File: config.mk
export PLATFORM = sky130hd
export DESIGN_NAME = ssd_front
export DESIGN_NICKNAME = d
export VERILOG_FILES = /design/src/rtl/streaming_separable_downscaler_core_macros.svh /design/src/rtl/ssd_pkg.sv /design/src/rtl/ssd_front.sv
export SDC_FILE = /design/constraint.sdc
export NUM_CORES = 1
export LEC_CHECK = 0
export ABC_AREA = 1
export BUFFER_PORTS_ARGS = -buffer_cell sky130_fd_sc_hd__buf_2
export CORE_ASPECT_RATIO = 0.8
export CORE_MARGIN = 2
export CORE_UTILIZATION = 44
export CTS_CLUSTER_SIZE = 25
export DETAILED_ROUTE_END_ITERATION = 10
export PLACE_DENSITY = 0.8
export SKIP_LAST_GASP = 1
export SYNTH_ARGS = -nofsm -noshare
export SYNTH_HDL_FRONTEND = slang
export SYNTH_SLANG_ARGS = --single-unit
File: constraint.sdc
create_clock -name clk -period 19.15 [get_ports clk]
set_clock_uncertainty 0.1 [all_clocks]
set_input_delay 2.8725 -clock clk [delete_from_list [all_inputs] [get_ports clk]]
set_output_delay 2.8725 -clock clk [all_outputs]
set_load 0.005 [all_outputs]
File: src/rtl/streaming_separable_downscaler_core_macros.svh
// Assertion macros for the streaming separable downscaler.
// Depends on nothing; included by the top level.
`ifndef STREAMING_SEPARABLE_DOWNSCALER_CORE_MACROS_SVH
`define STREAMING_SEPARABLE_DOWNSCALER_CORE_MACROS_SVH

// The condition must never hold outside reset.
`define SSD_ASSERT_NEVER(lbl, clk_s, rst_s, cond, msg) \
    lbl: assert property (@(posedge clk_s) disable iff (!rst_s) !(cond)) else $error(msg);

// The antecedent implies the consequent in the same cycle.
`define SSD_ASSERT_IMPLY(lbl, clk_s, rst_s, ante, cons, msg) \
    lbl: assert property (@(posedge clk_s) disable iff (!rst_s) (ante) |-> (cons)) else $error(msg);

`endif

File: src/rtl/ssd_pkg.sv
// Shared types, constants and arithmetic helpers of the downscaler.
// Depends on nothing; imported by every module of the block.
package ssd_pkg;

    localparam int MAX_OUT_WIDTH = 4096;
    localparam int TAPS          = 4;
    localparam int NCH           = 4;
    localparam int W_FRAC        = 14;
    localparam int COL_W         = $clog2(MAX_OUT_WIDTH);
    localparam int WID_W         = COL_W + 1;
    localparam int TAP_W         = $clog2(TAPS);
    localparam int PROD_W        = 32 + 16;
    localparam int SH_W          = PROD_W - W_FRAC;
    localparam int ROW_W         = 32 * NCH;
    localparam int Q_DEPTH       = 2;
    localparam int Q_CNT_W       = $clog2(Q_DEPTH + 1);

    typedef enum logic {
        OP_PUSH = 1'b0,
        OP_EMIT = 1'b1
    } op_t;

    typedef enum logic {
        CFG_HAS_ALPHA = 1'b0,
        CFG_OUT_WIDTH = 1'b1
    } cfg_idx_t;

    typedef struct packed {
        op_t                    op;
        logic [31:0]            pixel;
        logic [TAPS-1:0][15:0]  hw;
        logic [TAPS-1:0][15:0]  vw;
        logic [2:0]             closes;
    } item_t;

    typedef struct packed {
        logic [Q_CNT_W-1:0] count;
    } front_status_t;

    typedef struct packed {
        logic clearing;
        logic emitting;
    } back_status_t;

    function automatic logic signed [31:0] sat32(input logic signed [63:0] v);
        logic signed [31:0] r;
        if (v > 64'sd2147483647)
            r = 32'sh7FFF_FFFF;
        else if (v < -64'sd2147483648)
            r = 32'sh8000_0000;
        else
            r = v[31:0];
        return r;
    endfunction

    // Half rounds up; negative and zero sums give level zero.
    function automatic logic [7:0] round_level(input logic signed [31:0] v);
        logic [32:0]       t;
        logic [32-W_FRAC:0] q;
        logic [7:0]        r;
        t = {1'b0, v} + 33'(1 << (W_FRAC - 1));
        q = t[32:W_FRAC];
        if (v <= 0)
            r = 8'd0;
        else if (q > (33 - W_FRAC)'(255))
            r = 8'hFF;
        else
            r = q[7:0];
        return r;
    endfunction

endpackage

File: src/rtl/ssd_front.sv
// Front end: accepts requests and holds them in a short queue.
// Depends on ssd_pkg.
module ssd_front (
    input  logic                   clk,
    input  logic                   rst_n,
    input  logic                   in_valid,
    output logic                   in_stall,
    input  ssd_pkg::item_t         item,
    input  logic                   hold,
    output ssd_pkg::item_t         q_item,
    output logic                   q_valid,
    input  logic                   q_pop,
    output ssd_pkg::front_status_t status
);
    import ssd_pkg::*;

    item_t               ent_reg [Q_DEPTH];
    logic                wr_ptr_reg;
    logic                rd_ptr_reg;
    logic [Q_CNT_W-1:0]  count_reg;
    logic                push;
    logic                pop;

    assign in_stall     = hold || (count_reg == Q_CNT_W'(Q_DEPTH));
    assign push         = in_valid && !in_stall;
    assign q_valid      = (count_reg != '0);
    assign pop          = q_pop && q_valid;
    assign q_item       = ent_reg[rd_ptr_reg];
    assign status.count = count_reg;

    always_ff @(posedge clk)
    begin
        if (push)
            ent_reg[wr_ptr_reg] <= item;
    end

    always_ff @(posedge clk or negedge rst_n)
    begin
        if (!rst_n)
        begin
            wr_ptr_reg <= 1'b0;
            rd_ptr_reg <= 1'b0;
            count_reg  <= '0;
        end
        else
        begin
            if (push)
                wr_ptr_reg <= !wr_ptr_reg;
            if (pop)
                rd_ptr_reg <= !rd_ptr_reg;
            if (push && !pop)
                count_reg <= count_reg + 1'b1;
            else if (pop && !push)
                count_reg <= count_reg - 1'b1;
        end
    end
endmodule

; ---- Yosys cells after proc, flatten, opt, wreduce, memory -nomap -nowiden
; Memories as Yosys holds them, arrays and structs flattened.
; Index checks and enable logic that the tools add are counted.
[classes]
addsub = 2
n_mul = 0
div_mod_pow = 0
magnitude_cmp = 0
eq_ne = 1
shifts = 0
mux = 4
bitwise_logic = 0
n_reduce_logical = 12
[ops]
columns = cell, count
row1 = zero test 1 bit, 5
row2 = logical AND 1 bit, 4
row3 = 2-to-1 mux 2 bit, 2
row4 = nonzero test 2 bit, 2
row5 = adder 2 x 1 -> 2 bit (second input constant), 1
row6 = equality test 2 bit (second input constant), 1
row7 = 2-to-1 mux 1 bit, 2
row8 = subtractor 2 x 1 -> 2 bit (second input constant), 1
row9 = logical OR 1 bit, 1
[totals]
reg_bits = 4
latchBits = 0
ramBits = 328
romBits = 0
in_bits = 169
out_inout_bits = 168
elab_cells = 23
memories = 1
[mem_list]
columns = name, words, width, rd, rd_clocked_by_memory_dff, write_ports, line_no
row1 = ent_reg, 2, 164, 1, 0, 1, ssd_front.sv:17  ; item_t ent_reg [Q_DEPTH];

; ---- Depth between registers and ports, before layout
; Gate-level depths: netlist of run 1.
[depth]
depth_word = 8
depth_mapped = 10
mapped_depth_nobuf = 10

; ---- Least setup slack after synthesis of run 1
; No wires, ideal clock.
[synth_path]
path_kind = input to register
from = input hold
to = memory ent_reg[1][0] (netlist name) (enable)
setup_ns = 0.690
arrival_ns = 9.869
required_time_ns = 18.360
setup_slack_ns = 8.490
stages = 3
path_cell_list = inv_1 nand3_1 nor2_1
[synth_between]
elab_chain_cells = 5
[synth_rtl]
columns = element, line_no
row1 = from (decl), ssd_front.sv:9  ; input logic hold,
row2 = logical OR 1 bit, ssd_front.sv:24  ; assign in_stall = hold || (count_reg == Q_CNT_W'(Q_DEPTH));
row3 = zero test 1 bit, ssd_front.sv:25  ; assign push = in_valid && !in_stall;
row4 = logical AND 1 bit, ssd_front.sv:25
row5 = 2-to-1 mux 1 bit, ssd_front.sv:33  ; if (push)
row6 = 2-to-1 mux 1 bit (implied by the code), ssd_front.sv:34  ; ent_reg[wr_ptr_reg] <= item;
row7 = to (decl), ssd_front.sv:17
; Every way passes these cells.

==> results.yml, run 1 <==
clock_tree:
  numCtsBuffers: 34
  path_clk_slew_ps: 60
  hold_buffers: 0
  cts_resized: 0
  cts_max_path_buffers: 3
  clock-root-buffer: "clkbuf_16"
  cts_setup_buffers: 0
  htreeDepth: 2
  cts_sinks: 332
  cts_tree: "built"
  clock_latency_ps: 490
setup_path:
  required_ps: 16180
  cp-start-kind: "register"
  reg2reg_to: "ent_reg[1][20]"
  max_stage_delay_ps: 760
  r2r_start: "status[0]"
  crit_type: "register to primary output"
  r2r_slack_ps: 16280
  r2r_cells: 5
  worstPathArrival_ps: 3660
  crit_path_max_fanout: 78
  end_kind: "primary output"
  crit_chain: "inv_4 > buf_4 > buf_4 > nand2_1 > nand2_1 > buf_2"
  cp_slowest_cell: "dfrtp_4"
floorplanning:
  design.die.area_sq_mm: 0.02887
  initial_core_util: 0.4457
  die_w_um: 189.5
  die_h_um: 152.4
  core.rowCount: 54
  ios: 337
  core_region_area_sq_mm: 0.02716
sta:
  maxSlewHeadroom: 0.3286
  hold_violations: 0
  worstMarginPinSlew_ps: 1007
  report.final.slew_viol_count: 0
  period_minus_slack_ps: 6634
  rsz0062_at_grt: "false"
  finalCritPeriodShare: 0.3464
  max_clock_freq_mhz: 150.7
  tns_ps: 0
  setup_ws_ps: 12520
  setup_viol: 0
synthesis:
  synth_cell_type_count: 12
  ys_seq_area_frac: 0.8218
  syn_area_sq_mm: 0.01211
  muxShareOfSynthArea: 0
  avgSynthCellArea_sq_um: 13.62
  synth-seq-cells: 332
  synth_compound_area_frac: 0
  synth_xor_area_frac: 0.0007234
  synth-simple-area-share: 0.1588
  synth_top_family_by_area: "simple AND/OR/NAND/NOR gates"
  synth_nets: 1059
  syn_inst: 889
  synthAdderAreaFrac: 0.001033
  yosysWarnings: 0
route:
  wire_per_inst_um: 16.08
  drtAntennaViolNets: 0
  drt_wl_total_um: 26110
  drc: 0
  firstDrtPassIters: 5
  viasPerCell: 4.781
  vias: 7765
  first_iter_violations: 523
global_route:
  grt_start_max_net_pins: 99
  grt_pass1_wl_um: 39600
  antenna_found_initial: 7
  grt_use_total: 0.1752
  grt_pass1_vias: 7683
  gr-total-overflow: 0
final_layout:
  final_nets: 1401
  largest_reg_flops: 328
  fill_cells: 2112
  synthToLayoutAreaGrowth_pct: 26.14
  instances_no_fill: 1624
  drive_gt1_frac: 0.3169
power_and_ir_drop:
  p_leak_uw: 0.006522
  max-vdd-ir-drop_uv: 98.52
  powerDensity_mw_per_mm2: 139.8
worst_hold_path:
  min_path_cells: 2
  worstHoldStart: "wr_ptr_reg"
  whs_endpoint: "wr_ptr_reg"
  hold_class: "register to register"
job:
  cap_violations: 0
placed_design:
  gp_congestion: 0.8054
  dp_hpwl_um: 16540
  portBuffers: 336
  post-place-ws_ps: 12950
  dp.cells: 1559
outcome:
  outcome: "finished, final reports clean"
[logic make-up after synthesis]
group | after synthesis
AND/OR/NAND/NOR | 510
XOR/XNOR | 1
adder cells (fa/ha/maj) | 1
buffers and inverters | 45
flip-flops | 332
[layout make-up]
cell class,count,area (sq um),share of cell area
Multi-Input combinational cell,512,1952,0.1278
Timing Repair Buffer,342,1727,0.1131
Clock buffer,41,940.9,0.06161
Clock inverter,20,191.4,0.01254
Tap cell,364,455.4,0.02982
Antenna cell,4,10.01,0.0006555
Inverter,9,41.29,0.002704
Sequential cell,332,9953,0.6518
[routing by layer]
layer	GRT usage	routed length, um
met1	0.2086	9874
met4	0.06497	712
met2	0.2922	12570
met5	0	27
met3	0.06518	2930
[per-stage QoR]
| step | power (uW) | utilization | area (sq um) | hold WS (ps) |
|---|---|---|---|---|
| finish | 2135 | 0.5622 | 15270 | 373.4 |
| detailed placement | 1501 | 0.5202 | 14130 | 359.8 |
| global route | 2252 | 0.5620 | 15260 | 422.3 |
| CTS | 2159 | 0.5619 | 15260 | 374.0 |
| global placement | 1491 | 0.5202 | 14130 | 353.2 |
| floorplan | 1255 | - | 12110 | 341.9 |
[synth_stat cells]
master    number  share of area
nand2_1      504           0.16
edfxtp_1     328           0.81
buf_2         35          0.014
inv_1          8         0.0025
dfrtp_1        4         0.0083
nand3_1        3         0.0012
nand4_1        2         0.0010
clkbuf_1       1        0.00031
ha_1           1         0.0010
inv_2          1        0.00031
nor2_1         1        0.00031
xnor2_1        1        0.00072
[power breakdown]
part           internal, uW  switching, uW
Clock                   393            261
Sequential              902           45.6
Combinational           193            340
Total                  1490            647
[critical path: cells and delay by family, from the launching register on]
kind | cells | cell delay (ps)
flip-flops | 1 | 760
AND/OR/NAND/NOR | 2 | 280
buffers and inverters | 4 | 1930
[how the worst max path moves through the flow]
stage | start | end | slack (ps) | cells after the start
finish | rd_ptr_reg | q_item[42] | 12520 | 6
global route | rd_ptr_reg | q_item[42] | 12320 | 6
CTS | rd_ptr_reg | q_item[42] | 12500 | 6
detailed placement | hold | in_stall | 12950 | 4
global placement | hold | in_stall | 12950 | 4
floorplan | hold | ent_reg[1][0] | 8490 | 3
[cells in the final DEF, fill, tap and decap left out, drive strengths merged]
cell type and count:
inv 10, nand3 3, nand2 504, nand4 2, xnor2 1, clkinvlp 3, ha 1, dfrtp 4
clkinv 13, diode 4, buf 342, clkbuf 41, nor2 1, edfxtp 328, bufinv 3
Power figures use the tool's default switching activity.
==> inputs of run 2 (changes only) <==
Settings changed: PLACE_DENSITY 0.8 to 0.83.
Clock period 19.15 ns to 5.5 ns, I/O delays scaled along.
==> run 2 against run 1 <==
  * Via count shrank 0.66%
  * Power grew to 3.4 times the previous value
  * Non-clock buffer count grew 3
  * Critical path type unchanged
  * Critical endpoint is now q_item[130]
==> results.yml, run 2 (same netlist as run 1, synthesis figures left out) <==
setup_path:
  end_kind: "primary output"
  crit_type: "register to primary output"
  cp-start-kind: "register"
  required_ps: 4580
  crit_path_max_fanout: 122
  worstPathArrival_ps: 2830
global_route:
  grt_pass1_vias: 7819
  grt_pass1_wl_um: 41390
  gr-total-overflow: 0
  grt_use_total: 0.1830
  grt_start_max_net_pins: 123
  antenna_found_initial: 5
route:
  vias: 7714
  firstDrtPassIters: 4
  first_iter_violations: 475
  drc: 0
  drtAntennaViolNets: 0
  wire_per_inst_um: 16.64
  viasPerCell: 4.759
  drt_wl_total_um: 26980
floorplanning:
  die_h_um: 152.4
  core_region_area_sq_mm: 0.02716
  die_w_um: 189.5
  ios: 337
  core.rowCount: 54
  design.die.area_sq_mm: 0.02887
  initial_core_util: 0.4457
final_layout:
  design_area_sq_mm: 0.01521
  drive_gt1_frac: 0.3144
  largest_reg_flops: 328
  synthToLayoutAreaGrowth_pct: 25.66
  mostFrequentLayoutCell: "nand2_1"
  layout_common_cells: "504 x nand2_1, 336 x buf_2, 328 x edfxtp_1, 31 x clkbuf_16, 7 x inv_1"
  final_nets: 1401
  fin_util: 0.5601
  multi_input_area_sq_mm: 0.001952
  fill_cells: 2150
  regArea_sq_mm: 0.009953
power_and_ir_drop:
  switching_power_uw: 2246
  p_sw_frac: 0.3065
  power_frac_seq: 0.449
  p_int_uw: 5082
  powerDensity_mw_per_mm2: 481.7
  p_leak_uw: 0.006480
  max-vdd-ir-drop_uv: 348.8
  combPwrFrac: 0.257
  power_frac_clock: 0.294
sta:
  hold_violations: 0
  worstMarginPinSlew_ps: 984.3
  report.final.slew_viol_count: 0
  finalCritPeriodShare: 0.6830
  max_clock_freq_mhz: 266.2
  maxSlewHeadroom: 0.3438
  setup_ws_ps: 1743
  period_minus_slack_ps: 3757
  tns_ps: 0
  rsz0062_at_grt: "false"
  holdWs_ps: 357.8
  setup_viol: 0
placed_design:
  gp_congestion: 0.8617
  portBuffers: 336
  dp_hpwl_um: 17740
  post-place-ws_ps: 2247
  dpl-instance-area_sq_mm: 0.01417
clock_tree:
  cts_sinks: 332
  cts_setup_buffers: 0
  clock-root-buffer: "clkbuf_16"
  clock_latency_ps: 550
  cts_tree: "built"
  htreeDepth: 1
  path_clk_slew_ps: 70
  cts_max_path_buffers: 3
  numCtsBuffers: 31
outcome:
  outcome: "finished, final reports clean"
worst_hold_path:
  hold_class: "primary input to register"
job:
  cap_violations: 0
[run 2: cell types whose count changed in the layout (fill, tap and decap cells not counted), sizes merged]
cell,delta
dlygate4sd3,+1
buf,+2
clkinv,-3
inv,-1
clkbuf,-6
bufinv,+2
clkinvlp,+2
[run 2: per-layer routing]
metal	routed length, um	GRT usage	part of all wire
met5	11	0	0.00041
met3	2708	0.05965	0.10
met2	13310	0.3141	0.49
met4	735	0.05279	0.027
met1	10210	0.2218	0.38
[run 2: repair_timing]
item                                   CTS  global route
endpoints found under the hold margin    4             0
hold buffers                             1             0
gates resized for setup                  0             0
[run 2: critical path, stage by stage, from the launching register on]
cell and delay (ps):
dfrtp_4 770, inv_6 710, buf_4 400, nand2_1 80, nand2_1 110, buf_2 130
[run 2: power groups by stage]
| stage | clock [uW] | combinational, uW | sequential [uW] |
|---|---|---|---|
| floorplan | 0 | 1060 | 3280 |
| global placement | 0 | 1860 | 3330 |
| detailed placement | 0 | 1910 | 3350 |
| CTS | 2180 | 1920 | 3290 |
| global route | 2270 | 2130 | 3320 |
| finish | 2150 | 1890 | 3290 |
[run 2: path summary, 6_finish.rpt]
| path | startpoint | end | slack [ps] | depth (start not counted) |
|---|---|---|---|---|
| setup / recovery | rd_ptr_reg | q_item[130] | 1740 | 5 |
| hold / removal | item[104] | ent_reg[1][104] | 360 | 1 |
| setup reg to reg | status[0] | ent_reg[0][71] | 2930 | 5 |
| hold reg to reg | wr_ptr_reg | wr_ptr_reg | 390 | 2 |
| max in group asynchronous | rst_n | rd_ptr_reg | 4630 | 2 |
| min in group asynchronous | rst_n | status[1] | 520 | 2 |
[run 2: per-stage QoR]
step                std cells  total power, uW
CTS                      1617             7401
detailed placement       1561             5253
finish                   1621             7328
global route             1618             7726
global placement         1561             5193
floorplan                 889             4344
[run 2: area by class of cell]
class,instances,area share
diodes,4,0.0006580
clock buffers,35,0.05198
clock inverters,20,0.01522
inverters,9,0.002879
multi-input cells,512,0.1283
flip-flops and latches,332,0.6542
well taps,364,0.02994
repair buffers,345,0.1168
==> inputs of run 3 (changes only) <==
Clock period 5.5 ns to 3.1 ns, I/O delays scaled along.
==> run 3 against run 2 <==
  * Flip-flop and latch count unchanged
  * Critical endpoint is now q_item[35]
  * Critical path type unchanged
  * Worst hold slack worse by 340 ps
  * Count of clock-buffer cells in the layout increased by 2
  * Largest cell class unchanged
  * Clock power up 65%
  * Setup slack got worse by 1500 ps
  * Utilization increased by 4.4 points
  * Routed wire length rose by 11%
==> results.yml, run 3 (same netlist as run 1, synthesis figures left out) <==
outcome:
  outcome: "finished, final reports clean"
setup_path:
  worstPathArrival_ps: 2330
  required_ps: 2530
  r2r_slack_ps: 1070
  crit_type: "register to primary output"
  cp-start-kind: "register"
  crit_path_max_fanout: 100
  end_kind: "primary output"
route:
  wire_per_inst_um: 17.18
  drtAntennaViolNets: 0
  first_iter_violations: 637
  drt_wl_total_um: 29970
  viasPerCell: 4.853
  vias: 8464
  firstDrtPassIters: 7
  drc: 0
global_route:
  use_met2: 0.3553
  top_usage_layer: "met2"
  grt_pass1_vias: 8522
  grt_use_total: 0.2009
  met1_usage: 0.2448
  gr-total-overflow: 0
  grt_pass1_wl_um: 45660
  antenna_found_initial: 3
  grt_start_max_net_pins: 105
  grtUsageMet3: 0.05067
sta:
  rsz0062_at_grt: "false"
  tns_ps: 0
  report.final.slew_viol_count: 0
  setup_viol: 0
  holdWs_ps: 19.84
  setup_ws_ps: 206.4
  maxSlewHeadroom: 0.2400
  worstMarginPinSlew_ps: 1140
  max_clock_freq_mhz: 345.6
  period_minus_slack_ps: 2894
  hold_violations: 0
  finalCritPeriodShare: 0.9334
clock_tree:
  numCtsBuffers: 31
  htreeDepth: 1
  cts_tree: "built"
  clock-root-buffer: "clkbuf_16"
  cts_setup_buffers: 0
  cts_sinks: 332
  clock_latency_ps: 550
  path_clk_slew_ps: 70
  cts_max_path_buffers: 3
floorplanning:
  core_region_area_sq_mm: 0.02716
  ios: 337
  core.rowCount: 54
  die_h_um: 152.4
  die_w_um: 189.5
  initial_core_util: 0.4457
  design.die.area_sq_mm: 0.02887
job:
  cap_violations: 0
final_layout:
  layout_common_cells: "503 x nand2_1, 336 x buf_2, 328 x edfxtp_1, 124 x dlygate4sd3_1, 31 x clkbuf_16"
  largest_reg_flops: 328
  final_nets: 1525
  mostFrequentLayoutCell: "nand2_1"
  drive_gt1_frac: 0.2859
  synthToLayoutAreaGrowth_pct: 35.58
  fin_util: 0.6043
placed_design:
  post-place-ws_ps: 820.0
  gp_congestion: 0.7636
  dp_hpwl_um: 17140
  portBuffers: 336
power_and_ir_drop:
  finalPower_uw: 12980
  max-vdd-ir-drop_uv: 791.9
  powerDensity_mw_per_mm2: 790.8
  p_leak_uw: 0.006986
worst_hold_path:
  hold_class: "primary input to register"
run 3: worst max-delay path, stage by stage (launching register included):
cell and delay, ps:
dfrtp_4 440, buf_4 730, nand2_1 190, nand2_1 130
buf_2 120
run 3: per-stage QoR:
step	instance area [sq um]	instances
6_report	16410	1744
5_1_grt	16410	1744
4_1_cts	16410	1742
3_5_place_dp	14230	1562
3_3_place_gp	14230	1562
2_1_floorplan	12130	889
run 3: repair_timing:
action / CTS / global route
endpoints found under the setup margin: 0 / 0
endpoints found under the hold margin: 250 / 0
resized for setup: 0 / 0
hold buffers: 124 / 0
run 3: per-layer routing:
| layer | vias to the layer above | routed length, um |
|---|---|---|
| li1 | 3941 | - |
| met1 | 4011 | 11390 |
| met2 | 448 | 15030 |
| met3 | 62 | 2732 |
| met4 | 2 | 793 |
| met5 | - | 13 |
run 3: power breakdown:
group | leakage [uW] | internal [uW] | switching (uW)
Combinational | 0.00348 | 1370 | 2350
Clock | 0.000463 | 1990 | 1550
Sequential | 0.00305 | 5570 | 155
Total | 0.00699 | 8930 | 4050
run 3: layout make-up:
cell class	count	area (sq um)
fill	1923	10750
sequential	332	9953
timing repair buffer	469	3065
multi-input combinational	512	1959
clock buffer	37	798.3
tap	364	455.4
clock inverter	19	137.6
inverter	9	40.04
antenna	2	5.005
run 3: final timing paths:
| kind | startpoint | endpoint | cells after the start |
|---|---|---|---|
| setup / recovery | rd_ptr_reg | q_item[35] | 4 |
| hold reg to reg | wr_ptr_reg | wr_ptr_reg | 2 |
| hold / removal | item[161] | ent_reg[1][161] | 1 |
| max in group asynchronous | rst_n | rd_ptr_reg | 2 |
| min in group asynchronous | rst_n | status[0] | 2 |
| setup reg to reg | status[0] | ent_reg[0][1] | 5 |
